### src/csds_pkg.sv
// Shared types and constants of the C-SCAN seek scheduler.
package csds_pkg;

    // Field widths
    localparam int TRACK_W = 12;
    localparam int SEEK_W  = 14;
    localparam logic [SEEK_W-1:0] SEEK_MAX = {SEEK_W{1'b1}};

    // Request store sizing
    localparam int MAX_REQ = 32;
    localparam int IDX_W   = $clog2(MAX_REQ);
    localparam int CNT_W   = $clog2(MAX_REQ + 1);

    // Front-to-back queue sizing
    localparam int QDEPTH = 4;
    localparam int QAW    = $clog2(QDEPTH);
    localparam int QCW    = $clog2(QDEPTH + 1);

    // Configuration port
    localparam int PADDR_W = 4;
    localparam int PDATA_W = 32;
    localparam logic [TRACK_W-1:0] DMAX_RESET = 12'd199;

    // Register indexes (byte address / 4)
    typedef enum logic [PADDR_W-3:0] {
        REG_HEAD  = 2'd0,
        REG_SWEEP = 2'd1,
        REG_DMAX  = 2'd2
    } t_reg_idx;

    // Classified request passed from the front to the back
    typedef struct packed {
        logic [TRACK_W-1:0] track;
        logic               store;
        logic               last;
    } t_req_entry;

    // Configuration seen by the scheduler
    typedef struct packed {
        logic [TRACK_W-1:0] head;
        logic               sweep_up;
        logic [TRACK_W-1:0] disk_max;
    } t_cfg;

endpackage

### src/csds_if.sv
// Valid/ready channel interfaces for requests and service results.
interface csds_req_if;
    logic                        valid;
    logic                        ready;
    logic [csds_pkg::TRACK_W-1:0] track;
    logic                        batch_end;

    modport source (output valid, output track, output batch_end, input ready);
    modport sink   (input valid, input track, input batch_end, output ready);
endinterface

interface csds_svc_if;
    logic                        valid;
    logic                        ready;
    logic [csds_pkg::TRACK_W-1:0] served_track;
    logic [csds_pkg::SEEK_W-1:0]  seek_total;
    logic                        sequence_end;

    modport source (output valid, output served_track, output seek_total,
                    output sequence_end, input ready);
    modport sink   (input valid, input served_track, input seek_total,
                    input sequence_end, output ready);
endinterface

### src/cscan_disk_seek_scheduler.sv
// Top level of the C-SCAN disk seek scheduler with its register port.
//
//  Channel   Direction  Handshake          Payload
//  i_req     in         valid/ready        track, batch_end
//  o_svc     out        valid/ready        served_track, seek_total, sequence_end
//  APB       in/out     psel/penable       head_track, sweep_up, disk_max
//
//  Requests enter one per cycle, while the queue has space, into a 4-entry queue;
//  the scheduler moves one queued request per cycle into its sorted store. After the
//  batch end it emits one result per cycle while o_svc is ready: n + 3 results for
//  n stored requests; the queue fills and i_req stalls during that walk.
//  Synchronous active-low reset clears counts, queue and the result register.
module cscan_disk_seek_scheduler (
    input  logic                         i_clk,
    input  logic                         i_rst_n,
    csds_req_if.sink                     i_req,
    csds_svc_if.source                   o_svc,
    input  logic                         psel,
    input  logic                         penable,
    input  logic                         pwrite,
    input  logic [csds_pkg::PADDR_W-1:0] paddr,
    input  logic [csds_pkg::PDATA_W-1:0] pwdata,
    output logic [csds_pkg::PDATA_W-1:0] prdata,
    output logic                         pready
);

    logic [csds_pkg::TRACK_W-1:0] r_head;
    logic                         r_sweep;
    logic [csds_pkg::TRACK_W-1:0] r_dmax;
    logic [csds_pkg::PADDR_W-3:0] reg_idx;
    logic                         wr_en;

    csds_pkg::t_cfg       cfg;
    csds_pkg::t_req_entry push_entry;
    csds_pkg::t_req_entry pop_entry;
    logic                 push;
    logic                 pop;
    logic                 full;
    logic                 empty;

    assign pready  = 1'b1;
    assign reg_idx = paddr[csds_pkg::PADDR_W-1:2];
    assign wr_en   = psel && penable && pwrite;

    // Register writes
    always_ff @(posedge i_clk) begin
        if (!i_rst_n) begin
            r_head  <= '0;
            r_sweep <= 1'b1;
            r_dmax  <= csds_pkg::DMAX_RESET;
        end else if (wr_en) begin
            case (reg_idx)
                csds_pkg::REG_HEAD:  r_head  <= pwdata[csds_pkg::TRACK_W-1:0];
                csds_pkg::REG_SWEEP: r_sweep <= pwdata[0];
                csds_pkg::REG_DMAX:  r_dmax  <= pwdata[csds_pkg::TRACK_W-1:0];
                default: begin
                end
            endcase
        end
    end

    // Register reads
    always_comb begin
        case (reg_idx)
            csds_pkg::REG_HEAD:  prdata = csds_pkg::PDATA_W'(r_head);
            csds_pkg::REG_SWEEP: prdata = csds_pkg::PDATA_W'(r_sweep);
            csds_pkg::REG_DMAX:  prdata = csds_pkg::PDATA_W'(r_dmax);
            default:             prdata = '0;
        endcase
    end

    // Clamp the head to the last cylinder
    assign cfg.head     = (r_head > r_dmax) ? r_dmax : r_head;
    assign cfg.sweep_up = r_sweep;
    assign cfg.disk_max = r_dmax;

    csds_front u_front (
        .i_clk      (i_clk),
        .i_rst_n    (i_rst_n),
        .i_req      (i_req),
        .i_disk_max (r_dmax),
        .i_full     (full),
        .o_push     (push),
        .o_entry    (push_entry)
    );

    csds_fifo u_fifo (
        .i_clk       (i_clk),
        .i_rst_n     (i_rst_n),
        .i_push      (push),
        .i_push_data (push_entry),
        .o_full      (full),
        .i_pop       (pop),
        .o_pop_data  (pop_entry),
        .o_empty     (empty)
    );

    csds_back u_back (
        .i_clk   (i_clk),
        .i_rst_n (i_rst_n),
        .i_cfg   (cfg),
        .i_empty (empty),
        .i_entry (pop_entry),
        .o_pop   (pop),
        .o_svc   (o_svc)
    );

endmodule

### src/csds_front.sv
// Request front end: clamps, counts and classifies incoming requests.
module csds_front (
    input  logic                         i_clk,
    input  logic                         i_rst_n,
    csds_req_if.sink                     i_req,
    input  logic [csds_pkg::TRACK_W-1:0] i_disk_max,
    input  logic                         i_full,
    output logic                         o_push,
    output csds_pkg::t_req_entry         o_entry
);

    logic [csds_pkg::CNT_W-1:0] r_fcnt;
    logic [csds_pkg::CNT_W-1:0] n_fcnt;
    logic                       accept;
    logic                       room;

    // Take a transaction whenever the queue has space
    assign i_req.ready = !i_full;
    assign accept      = i_req.valid && !i_full;
    assign room        = r_fcnt < csds_pkg::CNT_W'(csds_pkg::MAX_REQ);

    // Classify: clamp the track, drop requests past a full store
    always_comb begin
        o_entry.track = (i_req.track > i_disk_max) ? i_disk_max : i_req.track;
        o_entry.store = room;
        o_entry.last  = i_req.batch_end;
        o_push        = accept && (room || i_req.batch_end);
        n_fcnt        = r_fcnt;
        if (accept) begin
            if (i_req.batch_end) begin
                n_fcnt = '0;
            end else if (room) begin
                n_fcnt = r_fcnt + 1'b1;
            end
        end
    end

    // Hold the per-batch request count
    always_ff @(posedge i_clk) begin
        if (!i_rst_n) begin
            r_fcnt <= '0;
        end else begin
            r_fcnt <= n_fcnt;
        end
    end

endmodule

### src/csds_fifo.sv
// Short queue between the request front end and the scheduler.
module csds_fifo (
    input  logic                 i_clk,
    input  logic                 i_rst_n,
    input  logic                 i_push,
    input  csds_pkg::t_req_entry i_push_data,
    output logic                 o_full,
    input  logic                 i_pop,
    output csds_pkg::t_req_entry o_pop_data,
    output logic                 o_empty
);

    csds_pkg::t_req_entry         r_mem [csds_pkg::QDEPTH];
    logic [csds_pkg::QAW-1:0]     r_wr;
    logic [csds_pkg::QAW-1:0]     r_rd;
    logic [csds_pkg::QCW-1:0]     r_cnt;
    logic                         do_push;
    logic                         do_pop;

    assign o_full     = r_cnt == csds_pkg::QCW'(csds_pkg::QDEPTH);
    assign o_empty    = r_cnt == '0;
    assign do_push    = i_push && !o_full;
    assign do_pop     = i_pop && !o_empty;
    assign o_pop_data = r_mem[r_rd];

    // Store entries
    always_ff @(posedge i_clk) begin
        if (do_push) begin
            r_mem[r_wr] <= i_push_data;
        end
    end

    // Advance pointers and occupancy
    always_ff @(posedge i_clk) begin
        if (!i_rst_n) begin
            r_wr  <= '0;
            r_rd  <= '0;
            r_cnt <= '0;
        end else begin
            if (do_push) begin
                r_wr <= r_wr + 1'b1;
            end
            if (do_pop) begin
                r_rd <= r_rd + 1'b1;
            end
            if (do_push && !do_pop) begin
                r_cnt <= r_cnt + 1'b1;
            end else if (do_pop && !do_push) begin
                r_cnt <= r_cnt - 1'b1;
            end
        end
    end

endmodule

### src/csds_back.sv
// Scheduler back end: sorted request store, C-SCAN walk and result register.
module csds_back (
    input  logic                 i_clk,
    input  logic                 i_rst_n,
    input  csds_pkg::t_cfg       i_cfg,
    input  logic                 i_empty,
    input  csds_pkg::t_req_entry i_entry,
    output logic                 o_pop,
    csds_svc_if.source           o_svc
);

    typedef enum logic [3:0] {
        S_LOAD,
        S_HEAD,
        S_UP,
        S_BND,
        S_WRAP,
        S_LOW_UP,
        S_LOW_DN,
        S_ZERO,
        S_UP_DN,
        S_ZERO2
    } t_state;

    localparam int TW = csds_pkg::TRACK_W;
    localparam int CW = csds_pkg::CNT_W;
    localparam int IW = csds_pkg::IDX_W;
    localparam int SW = csds_pkg::SEEK_W;
    localparam int NR = csds_pkg::MAX_REQ;

    t_state          r_state, n_state;
    logic [IW-1:0]   r_idx, n_idx;
    logic [CW-1:0]   r_count, n_count;
    logic [CW-1:0]   r_lo_cnt, n_lo_cnt;
    logic [TW-1:0]   r_prev, n_prev;
    logic [SW-1:0]   r_acc, n_acc;
    logic [TW-1:0]   r_cell [NR];
    logic [NR-1:0]   gt;

    logic            r_out_valid;
    logic [TW-1:0]   r_out_track;
    logic [SW-1:0]   r_out_seek;
    logic            r_out_end;

    logic            out_free;
    logic            emit_go;
    logic            emit_end;
    logic [TW-1:0]   emit_trk;
    logic [TW-1:0]   seek_dist;
    logic [SW:0]     seek_sum;
    logic [SW-1:0]   seek_sat;
    logic            ins;
    logic [TW-1:0]   cur_cell;
    logic [TW-1:0]   h;
    logic [TW-1:0]   dmax;
    logic            up;
    logic            h_nz;

    assign h        = i_cfg.head;
    assign dmax     = i_cfg.disk_max;
    assign up       = i_cfg.sweep_up;
    assign h_nz     = h != '0;
    assign out_free = !r_out_valid || o_svc.ready;
    assign cur_cell = r_cell[r_idx];

    // Insertion compare: cells past the fill count act as infinitely large
    always_comb begin
        for (int i = 0; i < NR; i++) begin
            gt[i] = (CW'(i) >= r_count) || (r_cell[i] > i_entry.track);
        end
    end

    // Shift larger cells up one place and drop the new track into the gap
    for (genvar g = 0; g < NR; g++) begin : g_cell
        if (g == 0) begin : g_first
            always_ff @(posedge i_clk) begin
                if (ins && gt[g]) begin
                    r_cell[g] <= i_entry.track;
                end
            end
        end else begin : g_rest
            always_ff @(posedge i_clk) begin
                if (ins && gt[g]) begin
                    r_cell[g] <= gt[g-1] ? r_cell[g-1] : i_entry.track;
                end
            end
        end
    end

    // Seek distance of the next visited track, saturating running total
    assign seek_dist = (emit_trk > r_prev) ? emit_trk - r_prev : r_prev - emit_trk;
    assign seek_sum  = {1'b0, r_acc} + (SW + 1)'(seek_dist);
    assign seek_sat  = (seek_sum > (SW + 1)'(csds_pkg::SEEK_MAX)) ? csds_pkg::SEEK_MAX
                                                                  : seek_sum[SW-1:0];

    // Load the store, then walk the C-SCAN order one result at a time
    always_comb begin
        n_state  = r_state;
        n_idx    = r_idx;
        n_count  = r_count;
        n_lo_cnt = r_lo_cnt;
        n_prev   = r_prev;
        n_acc    = r_acc;
        o_pop    = 1'b0;
        ins      = 1'b0;
        emit_go  = 1'b0;
        emit_end = 1'b0;
        emit_trk = '0;

        case (r_state)
            S_LOAD: begin
                if (!i_empty) begin
                    o_pop = 1'b1;
                    if (i_entry.store) begin
                        ins     = 1'b1;
                        n_count = r_count + 1'b1;
                        if (i_entry.track < h) begin
                            n_lo_cnt = r_lo_cnt + 1'b1;
                        end
                    end
                    if (i_entry.last) begin
                        n_state = S_HEAD;
                        n_prev  = h;
                    end
                end
            end
            default: begin
                emit_go = out_free;
            end
        endcase

        if (emit_go) begin
            case (r_state)
                S_HEAD: begin
                    emit_trk = h;
                    if (up) begin
                        if (r_lo_cnt < r_count) begin
                            n_state = S_UP;
                            n_idx   = IW'(r_lo_cnt);
                        end else begin
                            n_state = S_BND;
                        end
                    end else if (r_lo_cnt != '0) begin
                        n_state = S_LOW_DN;
                        n_idx   = IW'(r_lo_cnt - 1'b1);
                    end else begin
                        n_state = h_nz ? S_ZERO : S_WRAP;
                    end
                end
                S_UP: begin
                    emit_trk = cur_cell;
                    if (CW'(r_idx) == r_count - 1'b1) begin
                        n_state = S_BND;
                    end else begin
                        n_idx = r_idx + 1'b1;
                    end
                end
                S_BND: begin
                    emit_trk = dmax;
                    n_state  = S_WRAP;
                end
                S_WRAP: begin
                    if (up) begin
                        emit_trk = '0;
                        emit_end = r_lo_cnt == '0;
                        n_state  = S_LOW_UP;
                        n_idx    = '0;
                    end else begin
                        emit_trk = dmax;
                        if (r_count > r_lo_cnt) begin
                            n_state = S_UP_DN;
                            n_idx   = IW'(r_count - 1'b1);
                        end else if (!h_nz) begin
                            n_state = S_ZERO2;
                        end else begin
                            emit_end = 1'b1;
                        end
                    end
                end
                S_LOW_UP: begin
                    emit_trk = cur_cell;
                    emit_end = CW'(r_idx) == r_lo_cnt - 1'b1;
                    n_idx    = r_idx + 1'b1;
                end
                S_LOW_DN: begin
                    emit_trk = cur_cell;
                    if (r_idx == '0) begin
                        n_state = h_nz ? S_ZERO : S_WRAP;
                    end else begin
                        n_idx = r_idx - 1'b1;
                    end
                end
                S_ZERO: begin
                    emit_trk = '0;
                    n_state  = S_WRAP;
                end
                S_UP_DN: begin
                    emit_trk = cur_cell;
                    if (CW'(r_idx) == r_lo_cnt) begin
                        if (h_nz) begin
                            emit_end = 1'b1;
                        end else begin
                            n_state = S_ZERO2;
                        end
                    end else begin
                        n_idx = r_idx - 1'b1;
                    end
                end
                S_ZERO2: begin
                    emit_trk = '0;
                    emit_end = 1'b1;
                end
                default: begin
                    emit_trk = '0;
                end
            endcase

            n_prev = emit_trk;
            n_acc  = seek_sat;
            if (emit_end) begin
                n_state  = S_LOAD;
                n_idx    = '0;
                n_count  = '0;
                n_lo_cnt = '0;
                n_acc    = '0;
            end
        end
    end

    // Hold walk state and the result register
    always_ff @(posedge i_clk) begin
        if (!i_rst_n) begin
            r_state     <= S_LOAD;
            r_idx       <= '0;
            r_count     <= '0;
            r_lo_cnt    <= '0;
            r_prev      <= '0;
            r_acc       <= '0;
            r_out_valid <= 1'b0;
            r_out_track <= '0;
            r_out_seek  <= '0;
            r_out_end   <= 1'b0;
        end else begin
            r_state  <= n_state;
            r_idx    <= n_idx;
            r_count  <= n_count;
            r_lo_cnt <= n_lo_cnt;
            r_prev   <= n_prev;
            r_acc    <= n_acc;
            if (emit_go) begin
                r_out_valid <= 1'b1;
                r_out_track <= emit_trk;
                r_out_seek  <= seek_sat;
                r_out_end   <= emit_end;
            end else if (o_svc.ready) begin
                r_out_valid <= 1'b0;
            end
        end
    end

    assign o_svc.valid        = r_out_valid;
    assign o_svc.served_track = r_out_track;
    assign o_svc.seek_total   = r_out_seek;
    assign o_svc.sequence_end = r_out_end;

    a_count_bound: assert property (@(posedge i_clk) disable iff (!i_rst_n)
        r_count <= CW'(NR))
        else $error("request count above store depth");

    a_lo_bound: assert property (@(posedge i_clk) disable iff (!i_rst_n)
        r_lo_cnt <= r_count)
        else $error("below-head count exceeds request count");

    a_idle_clear: assert property (@(posedge i_clk) disable iff (!i_rst_n)
        (r_state == S_LOAD) |-> (r_acc == '0))
        else $error("seek total not cleared between batches");

    a_end_marks: assert property (@(posedge i_clk) disable iff (!i_rst_n)
        (emit_go && emit_end) |=> (r_state == S_LOAD && r_out_valid && r_out_end))
        else $error("batch end not marked on final result");

    a_no_pop_walk: assert property (@(posedge i_clk) disable iff (!i_rst_n)
        (r_state != S_LOAD) |-> !o_pop)
        else $error("queue popped during service walk");

endmodule

### src/flat_wrapper.sv
// flat-port wrapper written by rule: the top's interface ports become plain ports
module cscan_disk_seek_scheduler_flat 
  (i_clk, i_rst_n, psel, penable, pwrite, paddr, pwdata, prdata, pready, i_req_valid, i_req_track, i_req_batch_end, i_req_ready, o_svc_valid, o_svc_served_track, o_svc_seek_total, o_svc_sequence_end, o_svc_ready);
  csds_req_if i_req_i ();
  csds_svc_if o_svc_i ();
  input  logic i_clk;
  input  logic i_rst_n;
  input  logic psel;
  input  logic penable;
  input  logic pwrite;
  input  logic [csds_pkg::PADDR_W-1:0] paddr;
  input  logic [csds_pkg::PDATA_W-1:0] pwdata;
  output logic [csds_pkg::PDATA_W-1:0] prdata;
  output logic pready;
  input wire logic [$bits(i_req_i.valid)-1:0] i_req_valid;
  input wire logic [$bits(i_req_i.track)-1:0] i_req_track;
  input wire logic [$bits(i_req_i.batch_end)-1:0] i_req_batch_end;
  output wire logic [$bits(i_req_i.ready)-1:0] i_req_ready;
  output wire logic [$bits(o_svc_i.valid)-1:0] o_svc_valid;
  output wire logic [$bits(o_svc_i.served_track)-1:0] o_svc_served_track;
  output wire logic [$bits(o_svc_i.seek_total)-1:0] o_svc_seek_total;
  output wire logic [$bits(o_svc_i.sequence_end)-1:0] o_svc_sequence_end;
  input wire logic [$bits(o_svc_i.ready)-1:0] o_svc_ready;
  assign i_req_i.valid = i_req_valid;
  assign i_req_i.track = i_req_track;
  assign i_req_i.batch_end = i_req_batch_end;
  assign i_req_ready = i_req_i.ready;
  assign o_svc_valid = o_svc_i.valid;
  assign o_svc_served_track = o_svc_i.served_track;
  assign o_svc_seek_total = o_svc_i.seek_total;
  assign o_svc_sequence_end = o_svc_i.sequence_end;
  assign o_svc_i.ready = o_svc_ready;
  cscan_disk_seek_scheduler u_core (.i_clk(i_clk), .i_rst_n(i_rst_n), .i_req(i_req_i), .o_svc(o_svc_i), .psel(psel), .penable(penable), .pwrite(pwrite), .paddr(paddr), .pwdata(pwdata), .prdata(prdata), .pready(pready));
endmodule
### config.mk
export PLATFORM = sky130hd
export DESIGN_NAME = cscan_disk_seek_scheduler_flat
export DESIGN_NICKNAME = d
export VERILOG_FILES = /design/src/csds_pkg.sv /design/src/csds_if.sv /design/src/cscan_disk_seek_scheduler.sv /design/src/csds_front.sv /design/src/csds_fifo.sv /design/src/csds_back.sv /design/src/flat_wrapper.sv
export SDC_FILE = /design/constraint.sdc
export NUM_CORES = 2
export LEC_CHECK = 0
export BUFFER_PORTS_ARGS = -buffer_cell sky130_fd_sc_hd__clkbuf_2
export CAP_MARGIN = 20
export CELL_PAD_IN_SITES_DETAIL_PLACEMENT = 1
export CELL_PAD_IN_SITES_GLOBAL_PLACEMENT = 2
export CORE_MARGIN = 2
export CORE_UTILIZATION = 40
export CTS_BUF_LIST = sky130_fd_sc_hd__clkbuf_16
export DETAILED_ROUTE_END_ITERATION = 10
export PLACE_DENSITY_LB_ADDON = 0.1
export REMOVE_ABC_BUFFERS = 1
export SYNTH_ARGS = -nofsm -noshare
export SYNTH_HDL_FRONTEND = slang
export SYNTH_SLANG_ARGS = --single-unit
### constraint.sdc
create_clock -name i_clk -period 6.9 [get_ports i_clk]
set_clock_uncertainty 0.2 [all_clocks]
set_input_delay 1.38 -clock i_clk [delete_from_list [all_inputs] [get_ports i_clk]]
set_output_delay 1.38 -clock i_clk [all_outputs]
set_load 0.02 [all_outputs]
# After elaboration in Yosys (flattened, before gate mapping)
# Memory sizes are Yosys's and may differ from the RTL's. A register that Yosys moved wholly into a read port is not among the register bits.
# Cells that the tools add are included.
# classes
add_sub_neg	14
multipliers	0
n_div	0
order_cmp	72
eq_ne	22
n_shift	0
mux	169
n_bitwise	0
reduce_logical	100
# op_table
operator	count
2-to-1 mux 12 bit	40
> comparator 12 bit	35
greater-or-equal comparator 5 x 6 -> 1 bit (first input constant)	16
2-to-1 mux 1 bit	80
2-to-1 mux 6 bit	13
2-to-1 mux 5 bit	11
greater-or-equal comparator 4 x 6 -> 1 bit (first input constant)	8
2-to-1 mux 4 bit	12
case mux 12 bit (4 select lines)	1
logical AND 1 bit	40
case mux 12 bit (3 select lines)	1
logical OR 1 bit	34
case mux 5 bit (6 select lines)	1
2-to-1 mux 14 bit	2
greater-or-equal comparator 3 x 6 -> 1 bit (first input constant)	4
case mux 4 bit (6 select lines)	1
subtractor 12 bit	2
adder 6 x 1 -> 6 bit (second input constant)	3
== test 5 x 6 -> 1 bit	3
== test 4 x 3 -> 1 bit (second input constant)	4
adder 14 x 12 -> 15 bit	1
> comparator 15 x 14 -> 1 bit (second input constant)	1
greater-or-equal comparator 1 x 6 -> 1 bit (first input constant)	2
greater-or-equal comparator 2 x 6 -> 1 bit (first input constant)	2
other kinds (38)	60
# word_totals
register_bits	113
latch_bits	0
ram_bits	440
mem_bits_ro	0
in_bits	56
out_inout_bits	62
elab_cells	396
mem_count	2
# memory_table
memory	words	word_bits	read_ports	rd_ports_with_merged_regs	wr	line	rtl
u_core.u_back.r_cell	32	12	33	1	32	csds_back.sv:37	logic [TW-1:0] r_cell [NR];
u_core.u_fifo.r_mem	4	14	1	1	1	csds_fifo.sv:13	csds_pkg::t_req_entry r_mem [csds_pkg::QDEPTH];

# Longest topological paths before layout
# depth
ltp_word	12
ltp_mapped	32
mapped_depth_nobuf	28

# Modules after synthesis
# A second synthesis with hierarchy kept.
# hier_totals
hier_cells	3315
area_unflattened_um2	39123.8
# modules_own_cells
module	n_inst	cells_each	area_each_um2	seq_area_each_um2
csds_back	1	2903	34046.4	13132.6
csds_fifo	1	121	2522.4	1861.8
cscan_disk_seek_scheduler	1	202	1783.0	500.5
csds_front	1	89	772.0	120.1

# Worst setup path before layout
# Ideal clock, no wire load.
# synth_path
kind	reg2reg
start	register u_core.r_dmax[10] (netlist bit)
end	register u_core.u_back.r_acc[7]
setup_time_ns	0.132
t_arrival_ns	6.542
required_time_ns	6.568
slack_ns	0.026
stages_incl_launch_ff	33
n_path_buf	5
period_less_slack_ns	6.874
cell_sequence	dfxtp_1 -> inv_1 -> ha_1 -> a21oi_1 -> nand2_1 -> a221oi_2 -> a21oi_4 -> o21ai_1 -> a21oi_1 -> clkbuf_1 -> a221o_1 -> and2_1 -> ha_1 -> clkbuf_1 -> o21a_1 -> o31a_1 -> o21ai_0 -> a21oi_1 -> buf_2 -> buf_2 -> nand2_1 -> o21ai_1 -> xnor2_1 -> ha_1 -> a21o_1 -> a211o_1 -> a21oi_1 -> a211oi_1 -> o2111a_1 -> clkbuf_1 -> or3b_1 -> nand3_1 -> a21oi_1
# synth_via
elab_chain_len	10
word_cells_on_any_way	20
cone_classes	add/sub (3); order compare (3); mux (13); reduce/logical (1)
# synth_lines
item	line	rtl
start, declared	cscan_disk_seek_scheduler.sv:29	logic [csds_pkg::TRACK_W-1:0] r_dmax;
start signal, assigned	cscan_disk_seek_scheduler.sv:50	r_dmax <= csds_pkg::DMAX_RESET;
start signal, assigned	cscan_disk_seek_scheduler.sv:55	csds_pkg::REG_DMAX: r_dmax <= pwdata[csds_pkg::TRACK_W-1:0];
> comparator 12 bit *	cscan_disk_seek_scheduler.sv:73	assign cfg.head = (r_head > r_dmax) ? r_dmax : r_head;
2-to-1 mux 12 bit *	cscan_disk_seek_scheduler.sv:73	
case mux 12 bit (4 select lines) *	csds_back.sv:133	case (r_state)
2-to-1 mux 12 bit *	csds_back.sv:132	if (emit_go) begin
via u_core.u_back.emit_trk[4]	csds_back.sv:48	logic [TW-1:0] emit_trk;
subtractor 12 bit or > comparator 12 bit (tied branches)	csds_back.sv:91	assign seek_dist = (emit_trk > r_prev) ? emit_trk - r_prev : r_prev - emit_trk;
2-to-1 mux 12 bit *	csds_back.sv:91	
adder 14 x 12 -> 15 bit *	csds_back.sv:92	assign seek_sum = {1'b0, r_acc} + (SW + 1)'(seek_dist);
> comparator 15 x 14 -> 1 bit	csds_back.sv:93	assign seek_sat = (seek_sum > (SW + 1)'(csds_pkg::SEEK_MAX)) ? csds_pkg::SEEK_MAX
2-to-1 mux 14 bit *	csds_back.sv:93	
2-to-1 mux 14 bit *	csds_back.sv:220	if (emit_end) begin
end signal, assigned	csds_back.sv:249	r_acc <= n_acc;
end, declared	csds_back.sv:36	logic [SW-1:0] r_acc, n_acc;
# The timed path passes the listed nets; every way through them passes the cells marked *. The select of a mux whose other input is x is not followed.
# A chain may end at the register's enable or synchronous reset.

==> flow_summary.toml <==
[setup_path]
cp.required_ns = 7.20
cp_common_cell = "buf_4"
critPathKind = "reg2reg"
end_kind = "flip-flop"
cp-start-kind = "flip-flop"
worst_path_largest_cell_delay_ns = 0.53
path_delay_family = "simple AND/OR/NAND/NOR gates"
cp_slowest_cell = "mux4_2"
cp_data_arrival_time_ns = 7.21
crit_buf_inv = 5
crit_fanout = 7

[cts]
ctsHoldBuffers = 0
clk_pin_slew_worst_paths_ns = 0.06
cts_made_buffers = 71
clk_latency_ns = 0.65
clock_tree.root_cell = "clkbuf_16"
clock_sinks = 560
cts_tree = "yes"
cts_max_level = 3
cts_max_path_buffers = 3

[grt]
grt_pass1_vias = 32300
grt_overflow_total = 0
grtUsageMet1_pct = 37.2
antenna_found_initial = 3
grt_max_degree = 59
use_met2_pct = 47.1
met3_usage_pct = 3.90
grt_first_pass_wirelength_mm = 210
grt-busiest-layer = "met2"
grt_usage_pct = 28.2

[sta]
fin_crit_ns = 6.91
period_share_pct = 100
tightest_slew_ns = 1.20
rsz0062_at_grt = "yes"
worst_slack_ns = -0.00723
max_clock_freq_ghz = 0.145
drv_slew = 0
slew-limit-headroom_pct = 19.6
finalHoldViolCount = 0
setup_violations = 2
tns_ns = -0.0127

[route]
first_pass_iters = 5
routed_wl_mm = 143
drc = 0
drt-initial-drc-count = 2385
vias = 30500
avgRoutedWirePerCell_um = 28.4
viasPerCell = 6.06
ant_nets = 0

[die]
row_count = 114
ios = 118
die_x_um = 316
dieArea_mm2 = 0.100
dieHeight_um = 316
initial_core_util_pct = 40.4
core-area_mm2 = 0.0967

[power]
p_total_w = 0.0244
p_leak_nw = 18.9
vdd_drop_max_uv = 275
power_density_mw_per_mm2 = 519

[placed_design]
hpwl_mm = 103
placed_cells = 4850
numPortBuffers = 74
gp_congestion = 0.920

[cells_and_area]
fillers = 10100
drive_gt1_share_pct = 32.6
syn_to_final_growth_pct = 20.4
layout.cells.non_filler = 5036
nNetsFinal = 4238

[status]
violations = "setup timing"
status = "finished with violations"

[logic_synthesis]
seq_area_frac_synth_pct = 40.0
avgSynthCellArea_um2 = 12.0
ys_types = 77
synth-main-ff-cell = "edfxtp_1"
async_flop_share_pct = 0
ys_ff_latch = 560
ys_warn_count = 0
syn_inst = 3264
synth_area_mm2 = 0.0390
synth-edff-count = 440

[flow_run]
max-cap-violations = 0

[worst_hold_path]
hold_path_class = "reg2reg"
report_power, final:
group,internal (W),switching (W)
logic,0.00579,0.00735
clock network,0.00234,0.00159
registers,0.00591,0.00141
layout by cell type (no fill, tap or decap), types with 37 or more instances in the layout:
master,n
a21o_1,150
mux2i_1,55
nand4_1,114
edfxtp_1,440
clkbuf_16,81
inv_1,106
nor3_1,64
o21ai_0,74
mux4_2,133
clkbuf_2,74
nor2b_1,49
nand2_1,91
xnor2_1,37
nand2b_1,44
a21oi_1,160
mux2_2,340
nor2_1,156
ha_1,462
mux2_1,48
dfxtp_1,117
buf_4,427
worst paths after layout:
| path | start | end | slack (ns) | cells past startpoint |
|---|---|---|---|---|
| min | u_core.u_back.o_svc.seek_total[12] | u_core.u_back.o_svc.seek_total[12] | 0.26 | 2 |
| min reg2reg | u_core.u_back.o_svc.seek_total[12] | u_core.u_back.o_svc.seek_total[12] | 0.26 | 2 |
| max reg2reg | flip-flop | u_core.u_back.o_svc.seek_total[7] | -0.007 | 28 |
| max | flip-flop | u_core.u_back.o_svc.seek_total[7] | -0.007 | 28 |
layer usage:
layer	wire, um	vias to the layer above	share of wire (%)
met3	6870	242	4.8
met1	61800	15800	43
li1	-	13600	-
met2	68800	857	48
met5	0	-	0
met4	5640	0	3.9
state kept, by name (all words and copies together), names as in the netlist, 5 cells and up, named ones only:
register	cells
u_core.u_back.o_svc.served_track	12
u_core.u_back.o_svc.seek_total	14
u_core.r_dmax	12
u_core.u_back.r_idx	5
u_core.u_fifo.r_mem	56
u_core.u_back.r_cell	384
u_core.r_head	12
u_core.u_back.r_prev	12
u_core.u_back.r_count	6
u_core.u_back.r_acc	14
u_core.u_front.r_fcnt	6
u_core.u_back.r_lo_cnt	6
Yosys cell counts, drive strengths merged (94+ instances only):
library cell    n  area share (%)
dfxtp         120             6.2
mux2          388              11
edfxtp        440              34
ha            476              15
mux4          134             7.7
nor2          165             1.6
a21oi         167             2.2
clkbuf        138             1.3
o21ai          94             1.2
a21o          150             2.9
nand4         114             1.8
inv           108             1.0
worst register-to-register path: cells and delay by family (launching register included):
| kind | cells | cell delay [ns] |
|---|---|---|
| AO/OA/AOI/OAI | 7 | 1.41 |
| XOR/XNOR | 1 | 0.09 |
| adder cells (fa/ha/maj) | 2 | 0.49 |
| buffers and inverters | 5 | 0.78 |
| flip-flops | 1 | 0.48 |
| multiplexers | 4 | 1.51 |
| AND/OR/NAND/NOR | 9 | 1.79 |
through the flow:
| stage | util [%] | cell area (um^2) | setup WS, ns | hold slack (ns) |
|---|---|---|---|---|
| floorplan | - | 38200 | -3.66 | 0.236 |
| global placement | 45.0 | 43500 | -0.518 | 0.246 |
| detailed placement | 45.0 | 43500 | -0.563 | 0.263 |
| CTS | 47.6 | 46100 | 0.0134 | 0.272 |
| global route | 48.6 | 47000 | -0.202 | 0.286 |
| finish | 48.6 | 47000 | -0.00723 | 0.262 |
layout make-up:
cell class / instances / area (um^2) / area share (%)
multi-input cells: 2419 / 22700 / 48.3
flip-flops and latches: 560 / 15600 / 33.2
repair buffers: 541 / 4250 / 9.04
clock buffers: 77 / 1930 / 4.10
well taps: 1276 / 1600 / 3.40
clock inverters: 53 / 484 / 1.03
inverters: 108 / 405 / 0.862
diodes: 2 / 5.00 / 0.0106
cells by family after synthesis:
kind of cell               count (synthesis)  synth area share [%]
muxes                                    582                  20.5
other                                      2                0.0192
xor gates and xnor gates                  58                  1.30
and+or+nand+nor                          669                  8.87
DFF                                      560                  40.0
buffers and inverters                    306                  3.30
adders and majority gates                481                  15.5
AOI/OAI and AO/OA                        606                  10.5
what timing repair did:
item                       in CTS  in global routing
gates cloned                    2                  4
setup endpoints to repair      28                 28
resized for setup              24                 95
pin swaps                       3                 46
setup buffers                   2                 37
No activity file was read; power rests on OpenSTA's default activity.
